===== src/sv/idri_pkg.sv =====
// ----------------------------------------------------------------------------
// idri_pkg
// Types, widths and the control store of the IMU dead-reckoning integrator.
// ----------------------------------------------------------------------------
`default_nettype none

package idri_pkg;

	// Field and state widths.
	localparam int STAMP_W = 32;
	localparam int IMU_W   = 16;
	localparam int ST_W    = 48;
	localparam int IN_W    = STAMP_W + 3 * IMU_W;
	localparam int OUT_W   = 4 * ST_W;

	// Datapath widths.
	localparam int MUL_W   = 32;
	localparam int PROD_W  = 2 * MUL_W;
	localparam int CHUNK_W = 16;
	localparam int ACC_W   = ST_W + STAMP_W;
	localparam int SUM_W   = ST_W + 4;
	localparam int EMAG_W  = 31;
	localparam int ROOT_W  = 32;
	localparam int REM_W   = ROOT_W + 2;
	localparam int CNT_W   = $clog2(ROOT_W);
	localparam logic [CNT_W-1:0] SQRT_LAST = CNT_W'(ROOT_W - 1);

	// Microprogram addresses.
	localparam int UADDR_W = 5;
	typedef logic [UADDR_W-1:0] uaddr_t;

	localparam uaddr_t UA_IDLE = uaddr_t'(0);
	localparam uaddr_t UA_WZ   = uaddr_t'(1);
	localparam uaddr_t UA_HEAD = uaddr_t'(2);
	localparam uaddr_t UA_VX   = uaddr_t'(3);
	localparam uaddr_t UA_VY   = uaddr_t'(4);
	localparam uaddr_t UA_LOOP = uaddr_t'(5);
	localparam uaddr_t UA_M2   = uaddr_t'(6);
	localparam uaddr_t UA_M1   = uaddr_t'(7);
	localparam uaddr_t UA_M0   = uaddr_t'(8);
	localparam uaddr_t UA_ACC  = uaddr_t'(9);
	localparam uaddr_t UA_POS  = uaddr_t'(10);
	localparam uaddr_t UA_STEP = uaddr_t'(11);
	localparam uaddr_t UA_EX   = uaddr_t'(12);
	localparam uaddr_t UA_EY   = uaddr_t'(13);
	localparam uaddr_t UA_SQ   = uaddr_t'(14);
	localparam uaddr_t UA_SQRT = uaddr_t'(15);
	localparam uaddr_t UA_DIST = uaddr_t'(16);
	localparam uaddr_t UA_EMIT = uaddr_t'(17);

	// Operand pair fed to the shared multiplier.
	typedef enum logic [3:0] {
		MUL_NONE,
		MUL_WZ,
		MUL_AX,
		MUL_AY,
		MUL_M2,
		MUL_M1,
		MUL_M0,
		MUL_EX,
		MUL_EY
	} mul_sel_t;

	// Datapath operation of one step.
	typedef enum logic [3:0] {
		OP_NOP,
		OP_HEAD,
		OP_VX,
		OP_VY,
		OP_LDMAG,
		OP_ACC,
		OP_POS,
		OP_STEP,
		OP_SQLD,
		OP_SQADD,
		OP_SQRT,
		OP_DIST,
		OP_EMIT
	} op_t;

	// Sequencing of one step.
	typedef enum logic [2:0] {
		BR_NEXT,
		BR_JUMP,
		BR_START,
		BR_AXIS,
		BR_CNT,
		BR_EMIT
	} br_t;

	typedef struct packed {
		mul_sel_t mul;
		op_t      op;
		br_t      br;
		uaddr_t   target;
	} uword_t;

	function automatic uword_t mk_uword(input mul_sel_t mul, input op_t op, input br_t br,
			input uaddr_t target);
		uword_t w;
		w.mul    = mul;
		w.op     = op;
		w.br     = br;
		w.target = target;
		return w;
	endfunction

	// Control store. The position loop runs twice, once per axis, and the
	// square-root step repeats on itself until the iteration count is spent.
	function automatic uword_t ucode(input uaddr_t a);
		uword_t w;
		case (a)
			UA_IDLE: w = mk_uword(MUL_NONE, OP_NOP,   BR_START, UA_WZ);
			UA_WZ:   w = mk_uword(MUL_WZ,   OP_NOP,   BR_NEXT,  UA_IDLE);
			UA_HEAD: w = mk_uword(MUL_AX,   OP_HEAD,  BR_NEXT,  UA_IDLE);
			UA_VX:   w = mk_uword(MUL_AY,   OP_VX,    BR_NEXT,  UA_IDLE);
			UA_VY:   w = mk_uword(MUL_NONE, OP_VY,    BR_NEXT,  UA_IDLE);
			UA_LOOP: w = mk_uword(MUL_NONE, OP_LDMAG, BR_NEXT,  UA_IDLE);
			UA_M2:   w = mk_uword(MUL_M2,   OP_NOP,   BR_NEXT,  UA_IDLE);
			UA_M1:   w = mk_uword(MUL_M1,   OP_ACC,   BR_NEXT,  UA_IDLE);
			UA_M0:   w = mk_uword(MUL_M0,   OP_ACC,   BR_NEXT,  UA_IDLE);
			UA_ACC:  w = mk_uword(MUL_NONE, OP_ACC,   BR_NEXT,  UA_IDLE);
			UA_POS:  w = mk_uword(MUL_NONE, OP_POS,   BR_NEXT,  UA_IDLE);
			UA_STEP: w = mk_uword(MUL_NONE, OP_STEP,  BR_AXIS,  UA_LOOP);
			UA_EX:   w = mk_uword(MUL_EX,   OP_NOP,   BR_NEXT,  UA_IDLE);
			UA_EY:   w = mk_uword(MUL_EY,   OP_SQLD,  BR_NEXT,  UA_IDLE);
			UA_SQ:   w = mk_uword(MUL_NONE, OP_SQADD, BR_NEXT,  UA_IDLE);
			UA_SQRT: w = mk_uword(MUL_NONE, OP_SQRT,  BR_CNT,   UA_SQRT);
			UA_DIST: w = mk_uword(MUL_NONE, OP_DIST,  BR_NEXT,  UA_IDLE);
			UA_EMIT: w = mk_uword(MUL_NONE, OP_EMIT,  BR_EMIT,  UA_IDLE);
			default: w = mk_uword(MUL_NONE, OP_NOP,   BR_JUMP,  UA_IDLE);
		endcase
		return w;
	endfunction

endpackage

`default_nettype wire


===== src/sv/imu_dead_reckoning_integrator_core.sv =====
// ----------------------------------------------------------------------------
// imu_dead_reckoning_integrator_core
// Euler dead reckoning of heading, velocity, position and distance from IMU.
// ----------------------------------------------------------------------------
// Each input transaction carries one IMU sample: a time stamp (2^-20 s),
// forward and leftward acceleration (2^-10 m/s2) and yaw rate (2^-12 rad/s).
// The first sample after reset only records its stamp and produces no output
// transaction. Every later sample takes dt as the stamp difference modulo
// 2^32, integrates heading (wrapping), velocity and then position (both
// saturating, body frame, no rotation), and adds the floor square root of the
// squared per-step displacement (2^-16 m, each axis capped at 2^31 - 1) to a
// saturating total distance. It then emits one output transaction with
// position, heading and total distance. The control store walks one 32 x 32
// multiplier through the products (position needs three 16-bit slices of the
// velocity per axis) and then runs a restoring square root at one result bit
// per cycle. Results sit in an output register, so the next sample is
// accepted while the previous result still waits; the block stalls only when
// a second result is ready before the first has been taken.
`default_nettype none

module imu_dead_reckoning_integrator_core (
	input  wire          clk,
	input  wire          arst_n,
	// Input sample. tdata fields from bit 0: stamp[31:0], accel_x[15:0],
	// accel_y[15:0], yaw_rate[15:0].
	input  wire          s_axis_tvalid,
	output logic         s_axis_tready,
	input  wire  [79:0]  s_axis_tdata,
	// Result. tdata fields from bit 0: pos_x_out[47:0], pos_y_out[47:0],
	// heading_out[47:0], distance_out[47:0].
	output logic         m_axis_tvalid,
	input  wire          m_axis_tready,
	output logic [191:0] m_axis_tdata
);

	localparam int ST_W   = idri_pkg::ST_W;
	localparam int IMU_W  = idri_pkg::IMU_W;
	localparam int ACC_W  = idri_pkg::ACC_W;
	localparam int SUM_W  = idri_pkg::SUM_W;
	localparam int PROD_W = idri_pkg::PROD_W;
	localparam int MUL_W  = idri_pkg::MUL_W;
	localparam int ROOT_W = idri_pkg::ROOT_W;
	localparam int REM_W  = idri_pkg::REM_W;
	localparam int EMAG_W = idri_pkg::EMAG_W;
	localparam int CK_W   = idri_pkg::CHUNK_W;

	// Signed saturation of a wide sum to 48 bits.
	function automatic logic [ST_W-1:0] sat48(input logic [SUM_W-1:0] v);
		logic [SUM_W-ST_W:0] top;
		top = v[SUM_W-1:ST_W-1];
		if (top == '0 || top == '1) begin
			return v[ST_W-1:0];
		end else if (v[SUM_W-1]) begin
			return {1'b1, {(ST_W-1){1'b0}}};
		end else begin
			return {1'b0, {(ST_W-1){1'b1}}};
		end
	endfunction

	function automatic logic [IMU_W-1:0] abs16(input logic [IMU_W-1:0] v);
		return v[IMU_W-1] ? IMU_W'(-v) : v;
	endfunction

	// Input field views.
	logic [idri_pkg::STAMP_W-1:0] in_stamp;
	logic [IMU_W-1:0]             in_ax, in_ay, in_wz;
	assign in_stamp = s_axis_tdata[31:0];
	assign in_ax    = s_axis_tdata[47:32];
	assign in_ay    = s_axis_tdata[63:48];
	assign in_wz    = s_axis_tdata[79:64];

	// Sequencer.
	idri_pkg::uaddr_t ua_q, ua_d;
	idri_pkg::uword_t uw;
	assign uw = idri_pkg::ucode(ua_q);

	// Control and architectural state.
	logic                         seen_first_q;
	logic [idri_pkg::STAMP_W-1:0] prior_q;
	logic [ST_W-1:0]              vel_x_q, vel_y_q, pos_x_q, pos_y_q, heading_q, dist_q;
	logic                         axis_q;
	logic [idri_pkg::CNT_W-1:0]   cnt_q;
	logic                         out_valid_q;

	// Datapath registers.
	logic [idri_pkg::STAMP_W-1:0] dt_q;
	logic [IMU_W-1:0]             ax_q, ay_q, wz_q;
	logic [PROD_W-1:0]            prod_q;
	logic                         prod_neg_q;
	logic [ST_W-1:0]              mag_q;
	logic                         mag_neg_q;
	logic [ACC_W-1:0]             acc_q;
	logic [ST_W-1:0]              oldp_q;
	logic [EMAG_W-1:0]            ex_q, ey_q;
	logic [PROD_W-1:0]            sqn_q;
	logic [REM_W-1:0]             rem_q;
	logic [ROOT_W-1:0]            root_q;
	logic [ST_W-1:0]              out_px_q, out_py_q, out_hd_q, out_ds_q;

	// Handshake decode.
	logic in_acc, out_free, emit_en;

	always_comb begin
		s_axis_tready = (ua_q == idri_pkg::UA_IDLE);
		in_acc        = s_axis_tvalid && s_axis_tready;
		out_free      = !out_valid_q || m_axis_tready;
		emit_en       = (uw.op == idri_pkg::OP_EMIT) && out_free;
	end

	// Next microprogram address.
	always_comb begin
		case (uw.br)
			idri_pkg::BR_NEXT:  ua_d = ua_q + idri_pkg::uaddr_t'(1);
			idri_pkg::BR_JUMP:  ua_d = uw.target;
			idri_pkg::BR_START: ua_d = (in_acc && seen_first_q) ? uw.target : ua_q;
			idri_pkg::BR_AXIS:  ua_d = !axis_q ? uw.target : ua_q + idri_pkg::uaddr_t'(1);
			idri_pkg::BR_CNT:   ua_d = (cnt_q != '0) ? uw.target : ua_q + idri_pkg::uaddr_t'(1);
			idri_pkg::BR_EMIT:  ua_d = out_free ? uw.target : ua_q;
			default:            ua_d = idri_pkg::UA_IDLE;
		endcase
	end

	// Multiplier operand selection. Signed factors enter as magnitudes; the
	// sign travels beside the registered product.
	logic [MUL_W-1:0] mul_a, mul_b;
	logic             mul_neg;

	always_comb begin
		mul_a   = '0;
		mul_b   = dt_q;
		mul_neg = 1'b0;
		case (uw.mul)
			idri_pkg::MUL_WZ: begin
				mul_a   = MUL_W'(abs16(wz_q));
				mul_neg = wz_q[IMU_W-1];
			end
			idri_pkg::MUL_AX: begin
				mul_a   = MUL_W'(abs16(ax_q));
				mul_neg = ax_q[IMU_W-1];
			end
			idri_pkg::MUL_AY: begin
				mul_a   = MUL_W'(abs16(ay_q));
				mul_neg = ay_q[IMU_W-1];
			end
			idri_pkg::MUL_M2: mul_a = MUL_W'(mag_q[3*CK_W-1:2*CK_W]);
			idri_pkg::MUL_M1: mul_a = MUL_W'(mag_q[2*CK_W-1:CK_W]);
			idri_pkg::MUL_M0: mul_a = MUL_W'(mag_q[CK_W-1:0]);
			idri_pkg::MUL_EX: begin
				mul_a = MUL_W'(ex_q);
				mul_b = MUL_W'(ex_q);
			end
			idri_pkg::MUL_EY: begin
				mul_a = MUL_W'(ey_q);
				mul_b = MUL_W'(ey_q);
			end
			default: begin
				mul_a = '0;
			end
		endcase
	end

	// Arithmetic around the state registers.
	logic [ST_W:0]      sprod;        // signed rate or acceleration times dt
	logic [SUM_W-1:0]   vx_sum, vy_sum;
	logic [ST_W-1:0]    vel_sel, pos_sel, pos_new;
	logic [SUM_W-1:0]   pos_dlt, pos_sum;
	logic [ST_W:0]      disp, disp_mag;
	logic [ST_W-4:0]    disp_sh;
	logic [EMAG_W-1:0]  emag;
	logic [REM_W+1:0]   sq_rem, sq_trial;
	logic               sq_take;
	logic [ST_W:0]      dist_sum;

	always_comb begin
		sprod = prod_neg_q ? (ST_W+1)'(-{1'b0, prod_q[ST_W-1:0]})
		                   : {1'b0, prod_q[ST_W-1:0]};
		vx_sum = {{(SUM_W-ST_W){vel_x_q[ST_W-1]}}, vel_x_q}
		       + {{(SUM_W-ST_W-1){sprod[ST_W]}}, sprod};
		vy_sum = {{(SUM_W-ST_W){vel_y_q[ST_W-1]}}, vel_y_q}
		       + {{(SUM_W-ST_W-1){sprod[ST_W]}}, sprod};

		vel_sel = axis_q ? vel_y_q : vel_x_q;
		pos_sel = axis_q ? pos_y_q : pos_x_q;

		// |v| * dt / 2^30, truncated, then the velocity sign applied.
		pos_dlt = mag_neg_q ? SUM_W'(-{2'b00, acc_q[ACC_W-1:30]})
		                    : {2'b00, acc_q[ACC_W-1:30]};
		pos_sum = {{(SUM_W-ST_W){pos_sel[ST_W-1]}}, pos_sel} + pos_dlt;
		pos_new = sat48(pos_sum);

		// Per-axis displacement magnitude at 2^-16 m, capped to 31 bits.
		disp     = {pos_sel[ST_W-1], pos_sel} - {oldp_q[ST_W-1], oldp_q};
		disp_mag = disp[ST_W] ? (ST_W+1)'(-disp) : disp;
		disp_sh  = disp_mag[ST_W:4];
		emag     = (disp_sh[ST_W-4:EMAG_W] != '0) ? {EMAG_W{1'b1}} : disp_sh[EMAG_W-1:0];

		// One restoring square-root step: two radicand bits in, one root bit out.
		sq_rem   = {rem_q, sqn_q[PROD_W-1:PROD_W-2]};
		sq_trial = {2'b00, root_q, 2'b01};
		sq_take  = (sq_rem >= sq_trial);

		dist_sum = {1'b0, dist_q} + (ST_W+1)'(root_q);
	end

	// Control and architectural state.
	always_ff @(posedge clk or negedge arst_n) begin
		if (!arst_n) begin
			ua_q         <= idri_pkg::UA_IDLE;
			seen_first_q <= 1'b0;
			prior_q      <= '0;
			vel_x_q      <= '0;
			vel_y_q      <= '0;
			pos_x_q      <= '0;
			pos_y_q      <= '0;
			heading_q    <= '0;
			dist_q       <= '0;
			axis_q       <= 1'b0;
			cnt_q        <= '0;
			out_valid_q  <= 1'b0;
		end else begin
			ua_q <= ua_d;
			if (in_acc) begin
				prior_q      <= in_stamp;
				seen_first_q <= 1'b1;
			end
			case (uw.op)
				idri_pkg::OP_HEAD: heading_q <= heading_q + sprod[ST_W-1:0];
				idri_pkg::OP_VX:   vel_x_q   <= sat48(vx_sum);
				idri_pkg::OP_VY:   vel_y_q   <= sat48(vy_sum);
				idri_pkg::OP_POS: begin
					if (axis_q) begin
						pos_y_q <= pos_new;
					end else begin
						pos_x_q <= pos_new;
					end
				end
				idri_pkg::OP_STEP:  axis_q <= !axis_q;
				idri_pkg::OP_SQADD: cnt_q  <= idri_pkg::SQRT_LAST;
				idri_pkg::OP_SQRT:  cnt_q  <= cnt_q - idri_pkg::CNT_W'(1);
				idri_pkg::OP_DIST:  dist_q <= dist_sum[ST_W] ? {ST_W{1'b1}} : dist_sum[ST_W-1:0];
				default: begin
				end
			endcase
			if (emit_en) begin
				out_valid_q <= 1'b1;
			end else if (m_axis_tready) begin
				out_valid_q <= 1'b0;
			end
		end
	end

	// Datapath registers.
	always_ff @(posedge clk) begin
		if (in_acc) begin
			dt_q <= in_stamp - prior_q;
			ax_q <= in_ax;
			ay_q <= in_ay;
			wz_q <= in_wz;
		end
		prod_q     <= {{(PROD_W-MUL_W){1'b0}}, mul_a} * {{(PROD_W-MUL_W){1'b0}}, mul_b};
		prod_neg_q <= mul_neg;
		case (uw.op)
			idri_pkg::OP_LDMAG: begin
				mag_neg_q <= vel_sel[ST_W-1];
				mag_q     <= vel_sel[ST_W-1] ? ST_W'(-vel_sel) : vel_sel;
				acc_q     <= '0;
			end
			idri_pkg::OP_ACC:  acc_q <= {acc_q[ACC_W-CK_W-1:0], {CK_W{1'b0}}}
			                          + {{(ACC_W-PROD_W){1'b0}}, prod_q};
			idri_pkg::OP_POS:  oldp_q <= pos_sel;
			idri_pkg::OP_STEP: begin
				if (axis_q) begin
					ey_q <= emag;
				end else begin
					ex_q <= emag;
				end
			end
			idri_pkg::OP_SQLD: sqn_q <= prod_q;
			idri_pkg::OP_SQADD: begin
				sqn_q  <= sqn_q + prod_q;
				rem_q  <= '0;
				root_q <= '0;
			end
			idri_pkg::OP_SQRT: begin
				sqn_q <= {sqn_q[PROD_W-3:0], 2'b00};
				if (sq_take) begin
					rem_q  <= REM_W'(sq_rem - sq_trial);
					root_q <= {root_q[ROOT_W-2:0], 1'b1};
				end else begin
					rem_q  <= sq_rem[REM_W-1:0];
					root_q <= {root_q[ROOT_W-2:0], 1'b0};
				end
			end
			default: begin
			end
		endcase
		if (emit_en) begin
			out_px_q <= pos_x_q;
			out_py_q <= pos_y_q;
			out_hd_q <= heading_q;
			out_ds_q <= dist_q;
		end
	end

	assign m_axis_tvalid = out_valid_q;
	assign m_axis_tdata  = {out_ds_q, out_hd_q, out_py_q, out_px_q};

endmodule

`default_nettype wire


===== config.mk =====
export PLATFORM = sky130hd
export DESIGN_NAME = imu_dead_reckoning_integrator_core
export DESIGN_NICKNAME = d
export VERILOG_FILES = /design/src/sv/idri_pkg.sv /design/src/sv/imu_dead_reckoning_integrator_core.sv
export SDC_FILE = /design/constraint.sdc
export NUM_CORES = 2
export LEC_CHECK = 0
export BUFFER_PORTS_ARGS = -buffer_cell sky130_fd_sc_hd__buf_2
export CAP_MARGIN = 10
export CORE_UTILIZATION = 59
export CTS_BUF_LIST = sky130_fd_sc_hd__clkbuf_16
export CTS_CLUSTER_DIAMETER = 30
export DETAILED_ROUTE_END_ITERATION = 10
export PLACE_DENSITY_LB_ADDON = 0.12
export SYNTH_ARGS = -nofsm -noshare
export SYNTH_HDL_FRONTEND = slang
export SYNTH_SLANG_ARGS = --single-unit

===== constraint.sdc =====
create_clock -name clk -period 10.5 [get_ports clk]
set_input_delay 0.525 -clock clk [delete_from_list [all_inputs] [get_ports clk]]
set_output_delay 0.525 -clock clk [all_outputs]
set_load 0.01 [all_outputs]

==> reports/results.txt <==
status -> completed
Yosys reg bits -> 1039
DRC Markers -> 0
first-pass GRT wire length -> 485 mm
register area share after synthesis -> 29.9%
commonest non-fill, non-tap cell in the layout -> inv_1
Fill cells -> 12872
share of post-route cells with drive strength above 1 -> 12.5%
initial detailed-routing violation count -> 8026
Worst Tran Pin Value -> 1.17 ns
Setup CP Type -> flop to flop
initial antenna violation count -> 19
Tcrit/Tclk final -> 97.2%
flop2flop setup slack -> 0.29 ns
Post-DRT Antenna Nets -> 0
DIE HEIGHT -> 406 um
syn_area_per_cell -> 9.35 sq um
clk_lat worst skew -> 0.94 ns
placed cell areas -> 103000 sq um
CTS Root Buffer Type -> clkbuf_16
CP most frequent cell -> fa_1
Synth async-reset ratio -> 32.1%
Initial Utilization -> 59.3%
final setup fails -> 0
hpwl dp -> 249 mm
Reg-to-Reg Start -> ua_q[0]
Critical Path AT -> 11.00 ns
endpoints failing hold -> 0
Die W -> 406 um
vias in the first global route -> 80010
f_max -> 0.0980 GHz
H-tree levels -> 5
Worst path slowest cell -> fa_1
Multi-input gate area -> 62200 sq um
number of port buffers -> 277
CTS tree -> done
synth warn -> 0
clock buffer depth -> 4
Clock Pin Slew Worst Setup and Hold Paths -> 0.05 ns
Crit Path Max Fanout -> 14
DR vias/cell -> 6.06
MaxCap Viol Count -> 0
largest net degree at the start of global routing -> 124
Final Slew Violations -> 0
setup tns final -> 0 ns
Seq. cell area -> 28900 sq um
design area -> 113000 sq um
final wirelength -> 324 mm
drt first pass iters -> 6
RR Endpoint -> prod_q[61]
CP required -> 11.29 ns
vias -> 81359
ys flop type -> edfxtp_1
commonest non-fill, non-tap cells in the layout -> inv_1 (1181), nand2_1 (1151), nor2_1 (1008), fa_1 (876), ha_1 (727)
post-synthesis cell count -> 10320
cells on worst reg2reg path -> 38
Overflow after GRT -> 0
slew margin rel. -> 21.8%
Synth cell types -> 104
full die area -> 165000 sq um
TritonCTS buffer count -> 274
# rows -> 148
num ports -> 278
Post-synth EDFFs -> 641
GRT Resource Usage Total -> 39.2%
crit path capture type -> flop
Nets -> 12735
post-synthesis cell area -> 96500 sq um
clk sinks -> 1039
minimum clock period -> 10.21 ns
worst min path class -> input port to asynchronous set/reset pin
core area -> 163000 sq um
Worst path max stage delay -> 0.65 ns
Final Core Density -> 69.5%
Final GP Congestion -> 1.03
CP startpoint kind -> flop
Setup Skew -> 0.0901 ns
DR WL/cell -> 24.1 um
area grow syn2layout -> 17.2%
-- sequential cells by signal, summed over array words and instances, names as in the netlist, 48 cells and up --
register / flops
pos_x_q: 48
acc_q: 80
dist_q: 48
out_hd_q: 48
vel_x_q: 48
oldp_q: 48
out_px_q: 48
prod_q: 64
sqn_q: 64
vel_y_q: 48
out_py_q: 48
pos_y_q: 48
mag_q: 48
out_ds_q: 48
heading_q: 48
-- critical path: cells and delay by family (launching register included) --
family / cells / cell delay, ns
buf+inv: 11 / 1.46
flops: 1 / 0.43
simple gates: 8 / 1.42
xor+xnor: 1 / 0.12
fa+ha+maj: 10 / 4.81
compound gates: 8 / 1.88
-- per-stage QoR --
step                instances  worst slack, ns  hold WS (ns)
global placement        12857          0.00501         0.450
global route            13427         -0.00708         0.206
CTS                     13418           0.0140         0.185
finish                  13433            0.291         0.184
floorplan               10334          0.00379         0.229
detailed placement      12857          -0.0776         0.457
-- area by class of cell --
class | count | area share, %
tap | 2175 | 2.41
multi-input combinational | 7745 | 55.0
clock buffer | 279 | 6.18
antenna | 8 | 0.0177
timing repair buffer | 835 | 5.35
clock inverter | 200 | 1.63
sequential | 1039 | 25.6
inverter | 1152 | 3.83
-- Yosys cell counts, types with 19 or more instances --
| master | n | area, sq um |
|---|---|---|
| xnor2_1 | 412 | 3610 |
| a31oi_1 | 106 | 663 |
| dfrtp_1 | 333 | 8330 |
| nand2_1 | 1154 | 4330 |
| mux2_2 | 59 | 664 |
| dfxtp_1 | 65 | 1300 |
| o31ai_1 | 67 | 503 |
| a211oi_1 | 54 | 405 |
| ha_1 | 728 | 9110 |
| nor4_1 | 19 | 119 |
| a22oi_1 | 85 | 638 |
| xor2_1 | 246 | 2150 |
| nand3_1 | 136 | 681 |
| o211ai_1 | 42 | 315 |
| inv_1 | 1146 | 4300 |
| nor2_1 | 1021 | 3830 |
| edfxtp_1 | 641 | 19200 |
| a21boi_0 | 24 | 180 |
| or3_1 | 63 | 394 |
| o21ai_0 | 474 | 2370 |
| mux2i_1 | 48 | 480 |
| o21bai_1 | 55 | 413 |
| a21oi_1 | 710 | 3550 |
| buf_1 | 37 | 139 |
| o41ai_1 | 23 | 201 |
| fa_1 | 876 | 17500 |
| and2_1 | 68 | 425 |
| nand2b_1 | 137 | 857 |
| or4_1 | 28 | 210 |
| a41oi_1 | 21 | 184 |
| a22o_1 | 21 | 184 |
| nand4_1 | 45 | 282 |
| o21a_1 | 84 | 631 |
| clkbuf_1 | 339 | 1270 |
| and3_1 | 96 | 601 |
| or2_2 | 42 | 263 |
| nor2b_1 | 75 | 469 |
| nor3_1 | 135 | 676 |
| a21o_1 | 290 | 2180 |
| a211o_1 | 20 | 175 |
-- logic make-up (layout without fill, tap and decap cells) --
group           count (synthesis)  after routing  share of synthesized area [%]
compound gates               2264           2264                           14.8
xor+xnor                      659            659                           6.00
fa+ha+maj                    1604           1604                           27.6
buf+inv                      1550           2466                           6.08
flops                        1039           1039                           29.9
mux                           107            107                           1.19
other cells                     2             24                        0.00778
simple gates                 3095           3095                           14.4
-- worst max path at each step --
| stage | slack [ns] | cells after the start | start | endpoint |
|---|---|---|---|---|
| 2_1_floorplan | 0.004 | 39 | ua_q[2] | prod_q[56] |
| 3_3_place_gp | 0.005 | 38 | ua_q[0] | prod_q[61] |
| 3_5_place_dp | -0.08 | 38 | ua_q[0] | prod_q[61] |
| 4_1_cts | 0.01 | 38 | ua_q[0] | prod_q[61] |
| 5_1_grt | -0.007 | 43 | ua_q[0] | prod_q[58] |
| 6_report | 0.29 | 38 | ua_q[0] | prod_q[61] |
-- what timing repair did --
action / 4_1_cts / 5_1_grt
gates resized for setup: 1 / 60
pin swaps: 0 / 9
buffers inserted: 0 / 7
hold buffers: 82 / 0
setup endpoints to repair: 2 / 16
hold endpoints to repair: 139 / 0
-- per-layer routing --
layer  up-vias  share of wire, %  wire (um)  track usage, %
met3       810                10      33800            10.1
met1     40197                40     131000            53.1
met2      3757                44     141000            58.4
met4         8               5.5      17800            19.4
met5         -             0.013         41               0
li1      36587                 -          -               -
Power is left out: the tool's default activity adds up to more than one toggle a clock period on the data nets, which glitch-free logic cannot reach.
